[config.mk]
export PLATFORM = sky130hd
export DESIGN_NAME = uzst_cell
export DESIGN_NICKNAME = d
export VERILOG_FILES = /design/src/rtl/core/uzst_pkg.sv /design/src/rtl/core/uzst_cell.sv
export SDC_FILE = /design/constraint.sdc
export NUM_CORES = 1
export LEC_CHECK = 0
export ABC_CLOCK_PERIOD_IN_PS = 7000
export BUFFER_PORTS_ARGS = -buffer_cell sky130_fd_sc_hd__buf_2
export CORE_AREA = 2 2 55 57
export CTS_BUF_LIST = sky130_fd_sc_hd__clkbuf_8
export DETAILED_ROUTE_END_ITERATION = 16
export DIE_AREA = 0 0 57 59
export MAX_ROUTING_LAYER = met4
export PLACE_DENSITY = 0.95
export SYNTH_ARGS = -nofsm -noshare
export SYNTH_HDL_FRONTEND = slang
export SYNTH_SLANG_ARGS = --single-unit
[constraint.sdc]
create_clock -name clock -period 7 [get_ports clock]
set_clock_uncertainty 0.05 [all_clocks]
set_input_delay 1.4 -clock clock [delete_from_list [all_inputs] [get_ports clock]]
set_output_delay 1.4 -clock clock [all_outputs]
set_load 0.02 [all_outputs]
[src/rtl/core/uzst_pkg.sv]
`default_nettype none
package uzst_pkg;
   localparam int VALUE_BITS = 16;
   localparam int CAPACITY_DEFAULT = 64;

   localparam logic [1:0] OP_CLEAR = 2'd0;
   localparam logic [1:0] OP_LOAD  = 2'd1;
   localparam logic [1:0] OP_FETCH = 2'd2;

   localparam logic [1:0] PH_UNSORTED = 2'd0;
   localparam logic [1:0] PH_ANCHOR = 2'd1;
   localparam logic [1:0] PH_WALK = 2'd2;
   localparam logic [1:0] PH_DONE = 2'd3;

   typedef logic signed [VALUE_BITS-1:0] value_type;

   typedef struct packed {
      logic [1:0] opcode;
      value_type  value;
   } req_type;

   typedef struct packed {
      logic      found;
      value_type first;
      value_type second;
      value_type third;
      logic      dropped;
   } rsp_type;

   typedef struct packed {
      logic clear;
      logic insert;
      logic rotate;
   } cell_ctl_type;
endpackage
`default_nettype wire

[src/rtl/core/uzst_cell.sv]
`default_nettype none
module uzst_cell (
   input  wire logic               clock,
   input  wire logic               reset,
   input  wire uzst_pkg::cell_ctl_type ctl,
   input  wire uzst_pkg::value_type    new_value,
   input  wire logic               prev_valid,
   input  wire logic               prev_cmp,
   input  wire uzst_pkg::value_type    prev_value,
   input  wire logic               next_valid,
   input  wire uzst_pkg::value_type    next_value,
   output logic                    valid,
   output logic                    cmp,
   output uzst_pkg::value_type         value
);
   import uzst_pkg::*;

   value_type value_ff;
   logic      valid_ff;

   assign value = value_ff;
   assign valid = valid_ff;
   assign cmp   = valid_ff && (new_value < value_ff);

   always_ff @(posedge clock) begin
      if (reset || ctl.clear) begin
         valid_ff <= 1'b0;
      end else if (ctl.rotate) begin
         valid_ff <= next_valid;
         value_ff <= next_value;
      end else if (ctl.insert) begin
         if (prev_cmp) begin
            valid_ff <= 1'b1;
            value_ff <= prev_value;
         end else if (cmp || (!valid_ff && prev_valid)) begin
            valid_ff <= 1'b1;
            value_ff <= new_value;
         end
      end
   end
endmodule
`default_nettype wire

## After elaboration in Yosys (flattened, before gate mapping)

Index checks and enable logic that the tools add are counted.

- Output and inout port bits: 18
- Input port bits: 56
- Flip-flop bits (word level): 17
- Word-level logic and storage cells: 21

- Order comparisons: 1
- Bitwise gates (word level): 1
- Reduce and logical (&&, ||, !) cells: 9
- Mux-type cells: 8

Operators with widths:

| cell | number |
|---|---|
| $mux 16 | 4 |
| $lt 16x16->1 | 1 |
| $mux 1 | 4 |
| $reduce_and 3->1 | 1 |
| $reduce_bool 3->1 | 1 |
| $logic_and 1x1->1 | 2 |
| $logic_or 1x1->1 | 2 |
| $reduce_and 2->1 | 1 |
| $reduce_bool 2->1 | 1 |
| $logic_not 1->1 | 1 |
| $not 1->1 | 1 |

## Depth between registers and ports, before layout

Gate-level depths: netlist of the first run.

- Depth in word-level cells: 7
- Gate-level depth with buffers: 7
- Gate-level depth less buffers: 7

## Worst setup path after synthesis of the first run

No wires, ideal clock.

- Path kind: input to output
- Start: input port new_value[1]
- End: output port cmp
- Data arrival time: 2.605 ns
- Stages: 5
- Path slack: 2.945 ns
- Path buffers: 0
- Required time: 5.550 ns
- Path through: ha_1 -> a2111o_1 -> a31oi_1 -> a2bb2oi_2 -> nor2_1

- Cells in the longest elaborated chain, start to end: 2

Ends and longest elaborated chain:

| element | line | text |
|---|---|---|
| from (decl) | uzst_cell.sv:6 | `input wire uzst_pkg::value_type new_value,` |
| $lt 16x16->1 | uzst_cell.sv:23 | `assign cmp = valid_ff && (new_value < value_ff);` |
| $logic_and 1x1->1 | uzst_cell.sv:23 |  |
| to (decl) | uzst_cell.sv:13 | `output logic cmp,` |

No other way between the ends.

## Final worst setup path of the first run

Same ends and word-level chain as after synthesis.

==> flow_summary.toml, run 1 <==
[status]
outcome = "complete, no violations"

[route]
dr.pass1.iters = 4
num_vias = 1234
routed_wl_mm = 3.04
postRouteAntennaNets = 0
wire_per_inst_um = 12.7
via_per_inst = 5.14
route.detailed.drc = 0
drt_iter0_drc = 57

[floorplan]
fp.dieW_um = 57
dieArea_sq_um = 3360
rows = 19
die_y_um = 59
ioPinCount = 74
core_sq_um = 2710
start_util = 0.480

[worst_hold_path]
hold_class = "flop to flop"
min_from = "valid"
hold_depth = 4
min_to = "valid"

[cts]
ctsResizeCount = 0
numCtsBuffers = 3
clk_latency_ps = 250
htreeDepth = 1
cts_tree = "done"
root_buffer = "clkbuf_8"
cts.clk_slew.worst_paths_ps = 70
cts_buffer_depth = 2
cts_setup_buffers = 0
cts-hold-fix-buffers = 0
clock_sinks = 17

[layout]
seqCellArea_sq_um = 500
multi_input_area_sq_um = 711
drive_gt1_frac = 0.388
syn2layout_area_growth_pct = 32.6
fin_nets = 281
fill_cells = 246
n_antenna_cell = 0

[placed_design]
dp_hpwl_mm = 2.47
io_buffers = 73
globalplace.congestion = 0.753
place_ws_ps = 2780

[run]
maxCapViolCount = 0

[global_route]
antenna_found_initial = 0
track_usage = 0.200
grt_pass1_vias = 1275
grt_max_degree = 36
grt_pass1_wl_mm = 5.11
overflow = 0

[timing]
period_share = 0.604
maxSlewHeadroom = 0.448
fmax_mhz = 237
period_needed_ps = 4230
worst_slack_ps = 2770
worstMarginPinSlew_ps = 828
holdWs_ps = 659
fin_tns_setup_ps = 0
grt_setup_unrepaired = "false"
finalHoldViolations = 0
finalSetupViolCount = 0
slew_viol_final = 0

[logic_synthesis]
synth-main-ff-cell = "edfxtp_1"
synth_area_leaders = "edfxtp_1 (37%), ha_1 (14%), mux2i_1 (12%), o21ai_0 (7.7%), inv_1 (4.9%)"
synth.most_common_cell = "o21ai_0"
synth_cell_types = 24
ys_top_cells_by_count = "o21ai_0 (20), inv_1 (17), nand2_1 (17), edfxtp_1 (16), mux2i_1 (16)"
synth_edf_count = 16
synth_seq_cells = 17
syn_nets = 209
synth_top_area_frac = 0.370
synthCells = 138
ys_seq_area_frac = 0.385
synth_area_sq_um = 1300
yosysTopAreaCell = "edfxtp_1"
synth_warnings = 0
ys_async_sr_fraction = 0
syn_avg_cell_area_sq_um = 9.42

[critical_path]
required_ps = 5550
reg2reg_from = "value[1]"
ff2ff_path_depth = 6
crit_path_max_fanout = 2
cp-end-kind = "output pin"
rr_endpoint = "value[7]"
worstSetupPathType = "primary input to output pin"
critPathArrivalTime_ps = 2780
startpoint_type = "primary input"
r2r_slack_ps = 4530

[pwr]
clkPwrFrac = 0.278
irDropWorstVdd_mv = 0.115
p_per_area_nw_per_um2 = 150
leakage_nw = 0.888
intPower_uw = 188
combinationalPowerShare = 0.259
seq_power_share = 0.464
switchingPower_uw = 71.6
netSwitchingFraction = 0.276
## placed cells by master, fill, tap and decap left out, drive strengths merged
cell type	n
o21ai	21
mux2i	16
nor2	4
nand2	17
nor3	3
a2bb2oi	1
clkbuf	3
a2111o	1
nor2b	1
inv	18
ha	15
a21oi	7
nand4	3
o211ai	1
nand3	3
dfxtp	1
buf	73
o21bai	1
edfxtp	16
nand2b	1
a31oi	3
## metal layers
| layer | part of all wire | global-route usage | up-vias |
|---|---|---|---|
| met4 | 0.0033 | 0.0465 | 0 |
| li1 | - | - | 636 |
| met5 | 0 | - | - |
| met1 | 0.41 | 0.221 | 556 |
| met2 | 0.53 | 0.378 | 40 |
| met3 | 0.057 | 0.0306 | 2 |
## cell type report
class | instances | area share
timing repair buffer | 73 | 0.212
inverter | 17 | 0.0370
multi-input combinational | 98 | 0.412
clock buffer | 3 | 0.0239
sequential | 17 | 0.290
clock inverter | 1 | 0.00218
tap | 31 | 0.0225
## how the worst max path moves through the flow
stage,start,endpoint,slack (ps),cells after the start
3_5_place_dp,new_value[1],cmp,2780,7
3_3_place_gp,new_value[1],cmp,2810,7
6_report,new_value[1],cmp,2770,7
5_1_grt,new_value[2],cmp,2710,8
4_1_cts,new_value[1],cmp,2780,7
2_1_floorplan,new_value[1],cmp,2950,5
## per-stage QoR
stage | cell area, sq um | utilization | power [mW] | cells
after floorplan | 1300 | - | 0.162 | 138
after global placement | 1680 | 0.620 | 0.187 | 236
after detailed placement | 1680 | 0.620 | 0.190 | 236
after CTS | 1720 | 0.636 | 0.261 | 240
after global routing | 1720 | 0.636 | 0.275 | 240
final | 1720 | 0.636 | 0.259 | 240
## registers in the layout, indices dropped and copies added (netlist names)
register,flops
value,16
valid,1
## cells by family after synthesis
group / Yosys count / synth area share
mux: 16 / 0.123
simple gates: 32 / 0.117
fa+ha+maj: 15 / 0.144
flops: 17 / 0.385
buf+inv: 23 / 0.0683
compound gates: 35 / 0.162
## power groups by stage
stage,Clock (mW),Combinational (mW),Sequential (mW)
4_1_cts,0.0730,0.0679,0.120
6_report,0.0720,0.0670,0.120
2_1_floorplan,0,0.0340,0.128
3_3_place_gp,0,0.0651,0.122
3_5_place_dp,0,0.0678,0.122
5_1_grt,0.0777,0.0765,0.121
## critical path, stage by stage
cell	delay, ps
buf_2	100
ha_1	260
a2111o_1	410
a31oi_2	190
a2bb2oi_2	200
nor2_1	60
buf_2	150
(Power assumes the default switching activity.)
==> run 2: changes to the inputs <==
- ABC_CLOCK_PERIOD_IN_PS: 7000 -> 4400
- CORE_AREA: 2 2 55 57 -> 2 2 57 59
- DIE_AREA: 0 0 57 59 -> 0 0 59 61
- PLACE_DENSITY: 0.95 -> 0.9
- clock period: 7 -> 4.4 ns (I/O delays scaled with it)
==> flow_summary.toml, run 2 (synthesis gave the netlist of run 1 again) <==
[critical_path]
required_ps = 3470
startpoint_type = "primary input"
critPathArrivalTime_ps = 2220
worstSetupPathType = "primary input to output pin"
crit_cells = 7
crit_chain = "buf_2 > ha_1 > a2111o_1 > a31oi_2 > a2bb2oi_2 > nor2_1 > buf_2"
crit_path_max_fanout = 2
max_stage_delay_ps = 400
worst-path-buf-inv = 2
cpMostUsedCell = "buf_2"
worst_path_max_delay_cell = "a2111o_1"
ff2ff_path_depth = 6
cp-end-kind = "output pin"
cp_top_family = "compound AO/OA/AOI/OAI gates"

[floorplan]
core_sq_um = 2950
fp.dieW_um = 59
rows = 20
start_util = 0.440
dieArea_sq_um = 3600
die_y_um = 61
ioPinCount = 74

[placed_design]
io_buffers = 73
placed_cells = 238
dp_hpwl_mm = 2.42
place_ws_ps = 1240
globalplace.congestion = 0.745

[cts]
cts-hold-fix-buffers = 0
cts_buffer_depth = 2
clock_sinks = 17
cts_setup_buffers = 0
cts_tree = "done"
cts.clk_slew.worst_paths_ps = 70
htreeDepth = 1
ctsResizeCount = 0
numCtsBuffers = 3
root_buffer = "clkbuf_8"
clk_latency_ps = 250

[pwr]
intPower_uw = 299
netSwitchingFraction = 0.275
switchingPower_uw = 113
seq_power_share = 0.464
irDropWorstVdd_mv = 0.167
combinationalPowerShare = 0.258
leakage_nw = 0.888
clkPwrFrac = 0.277
p_per_area_nw_per_um2 = 239
power_uw = 412

[route]
wire_per_inst_um = 12.3
postRouteAntennaNets = 0
via_per_inst = 5.09
num_vias = 1231
drt_iter0_drc = 36
dr.pass1.iters = 4
route.detailed.drc = 0
routed_wl_mm = 2.99

[status]
outcome = "complete, no violations"

[timing]
grt_setup_unrepaired = "false"
period_share = 0.716
worst_slack_ps = 1250
maxSlewHeadroom = 0.441
slew_viol_final = 0
period_needed_ps = 3150
worstMarginPinSlew_ps = 838
fmax_mhz = 317
finalSetupViolCount = 0
finalHoldViolations = 0
fin_tns_setup_ps = 0

[global_route]
track_usage = 0.184
grt_pass1_wl_mm = 4.80
grt_pass1_vias = 1150
overflow = 0
grt_max_degree = 36
antenna_found_initial = 0

[layout]
fill_cells = 284
final_common_cell = "buf_2"
utilization = 0.585
n_antenna_cell = 0
final_cell_mix = "buf_2 (73), o21ai_0 (20), inv_1 (18), nand2_1 (17)"
fin_cells = 242
largest_reg_flops = 16
syn2layout_area_growth_pct = 32.8
fin_nets = 281
drive_gt1_frac = 0.388

[worst_hold_path]
hold_class = "flop to flop"
hold_depth = 4

[run]
maxCapViolCount = 0
run 2: cell counts in the layout (fill, tap and decap cells not counted):
Identical to the previous run, type by type.
run 2: per-layer routing:
metal,routed length (um),up-vias,GRT usage
met2,1510,41,0.314
met5,0,-,-
met4,41,0,0.0779
li1,-,635,-
met3,163,6,0.0341
met1,1280,549,0.213
run 2: power groups by stage:
stage	Sequential, mW	Combinational [mW]	Clock, mW
after floorplan	0.204	0.0541	0
after global placement	0.194	0.104	0
after detailed placement	0.195	0.108	0
after CTS	0.191	0.108	0.117
after global routing	0.192	0.122	0.125
final	0.191	0.107	0.114
run 2: path summary, 6_finish.rpt:
check / start / to / slack (ps)
setup reg to reg: value[1] / value[9] / 1910
hold reg to reg: valid / valid / 620
hold / removal: valid / valid / 620
setup / recovery: new_value[1] / cmp / 1250
run 2: final cells by class:
| class | count | area, sq um | area share |
|---|---|---|---|
| Clock buffer | 3 | 41.3 | 0.0239 |
| Clock inverter | 1 | 3.75 | 0.00217 |
| Inverter | 17 | 63.8 | 0.0370 |
| Multi-Input combinational cell | 98 | 711 | 0.412 |
| Sequential cell | 17 | 500 | 0.290 |
| Tap cell | 33 | 41.3 | 0.0239 |
| Timing Repair Buffer | 73 | 365 | 0.212 |
run 2: worst min-delay path, delay by kind of cell (launching register included):
kind,cells,cell delay [ps]
DFF,1,320
buffers and inverters,1,80
AOI/OAI and AO/OA,2,180
and+or+nand+nor,1,50
run 2: metrics by stage:
| stage | hold slack, ps | cell area (sq um) |
|---|---|---|
| 5_1_grt | 701 | 1730 |
| 3_5_place_dp | 611 | 1680 |
| 2_1_floorplan | 671 | 1300 |
| 6_report | 619 | 1730 |
| 3_3_place_gp | 617 | 1680 |
| 4_1_cts | 623 | 1730 |
==> run 3: changes to the inputs <==
- ABC_CLOCK_PERIOD_IN_PS: 4400 -> 2900
- clock period: 4.4 -> 2.9 ns (I/O delays scaled with it)
==> flow_summary.toml, run 3 (synthesis gave the netlist of run 1 again) <==
[route]
drt_iter0_drc = 37
route.detailed.drc = 0
via_per_inst = 5.03
postRouteAntennaNets = 0
dr.pass1.iters = 6
num_vias = 1227
routed_wl_mm = 3.06
wire_per_inst_um = 12.5

[timing]
worstMarginPinSlew_ps = 526
grt_setup_unrepaired = "false"
finalHoldViolations = 0
period_needed_ps = 2550
period_share = 0.880
slew_viol_final = 0
finalSetupViolCount = 0
maxSlewHeadroom = 0.650
fmax_mhz = 392
worst_slack_ps = 348
fin_tns_setup_ps = 0

[critical_path]
required_ps = 2270
worstSetupPathType = "flop to output pin"
endpoint = "cmp"
startpoint_type = "flop"
crit_path_max_fanout = 2
critPathLaunch = "value[1]"
r2r_slack_ps = 820
rr_endpoint = "value[8]"
cp-end-kind = "output pin"
reg2reg_from = "value[1]"
ff2ff_path_depth = 7
critPathArrivalTime_ps = 1920

[cts]
cts_tree = "done"
htreeDepth = 1
clk_latency_ps = 250
cts.clk_slew.worst_paths_ps = 80
cts_setup_buffers = 0
cts_buffer_depth = 2
cts-hold-fix-buffers = 0
ctsResizeCount = 0
numCtsBuffers = 3
clock_sinks = 17
root_buffer = "clkbuf_8"

[pwr]
switchingPower_uw = 179
clkPwrFrac = 0.284
netSwitchingFraction = 0.283
leakage_nw = 0.899
irDropWorstVdd_mv = 0.182
seq_power_share = 0.457
combinationalPowerShare = 0.259
p_per_area_nw_per_um2 = 364
intPower_uw = 455

[worst_hold_path]
hold_depth = 2
hold_class = "primary input to flop"

[layout]
syn2layout_area_growth_pct = 34.0
drive_gt1_frac = 0.393
largest_reg_flops = 16
utilization = 0.590
fin_nets = 283
final_cell_mix = "buf_2 (73), o21ai_0 (20), inv_1 (18), nand2_1 (17)"
n_antenna_cell = 0
fin_cells = 244
final_common_cell = "buf_2"

[global_route]
overflow = 0
track_usage = 0.185
antenna_found_initial = 0
grt_pass1_vias = 1145
grt_pass1_wl_mm = 4.73
grt_max_degree = 36

[floorplan]
rows = 20
start_util = 0.440
ioPinCount = 74
dieArea_sq_um = 3600
fp.dieW_um = 59
die_y_um = 61
core_sq_um = 2950

[placed_design]
dp_hpwl_mm = 2.52
place_ws_ps = 336
globalplace.congestion = 0.728
placed_cells = 240
io_buffers = 73

[status]
outcome = "complete, no violations"

[run]
maxCapViolCount = 0
==> run 3: how the worst min path moves through the flow <==
stage,start,to,slack [ps]
CTS,reset,valid,440
global route,ctl[2],valid,450
detailed placement,valid,valid,600
finish,reset,valid,440
global placement,valid,valid,620
floorplan,reset,valid,610
==> run 3: power by group through the flow <==
| stage | Sequential (mW) | Combinational [mW] | Clock (mW) |
|---|---|---|---|
| 3_3_place_gp | 0.294 | 0.161 | 0 |
| 4_1_cts | 0.290 | 0.167 | 0.180 |
| 5_1_grt | 0.291 | 0.185 | 0.196 |
| 6_report | 0.290 | 0.164 | 0.180 |
| 3_5_place_dp | 0.295 | 0.166 | 0 |
| 2_1_floorplan | 0.309 | 0.0821 | 0 |
==> run 3: through the flow <==
stage          hold slack (ps)  total power, mW  area (sq um)
2_1_floorplan              607            0.391          1300
3_3_place_gp               617            0.456          1700
3_5_place_dp               605            0.461          1700
4_1_cts                    442            0.636          1740
5_1_grt                    447            0.672          1740
6_report                   441            0.634          1740
==> run 3: critical path: stages (launching register included) <==
cell,delay (ps)
edfxtp_1,390
inv_1,80
ha_1,220
a2111o_1,400
a31oi_2,190
a2bb2oi_2,180
nor2_1,50
buf_2,150
==> run 3: per-layer routing <==
layer / part of all wire / vias to the layer above / routed length, um / track usage
met1: 0.42 / 542 / 1300 / 0.218
met2: 0.53 / 41 / 1610 / 0.324
met5: 0 / - / 0 / -
li1: - / 642 / - / -
met3: 0.044 / 2 / 136 / 0.0277
met4: 0.0043 / 0 / 13 / 0.0584
==> run 3: final cells by class <==
type,instances,area [sq um]
clock buffer,3,41.3
tap,33,41.3
clock inverter,1,3.75
timing repair buffer,75,380
inverter,17,63.8
sequential,17,500
fill,286,1210
multi-input combinational,98,711
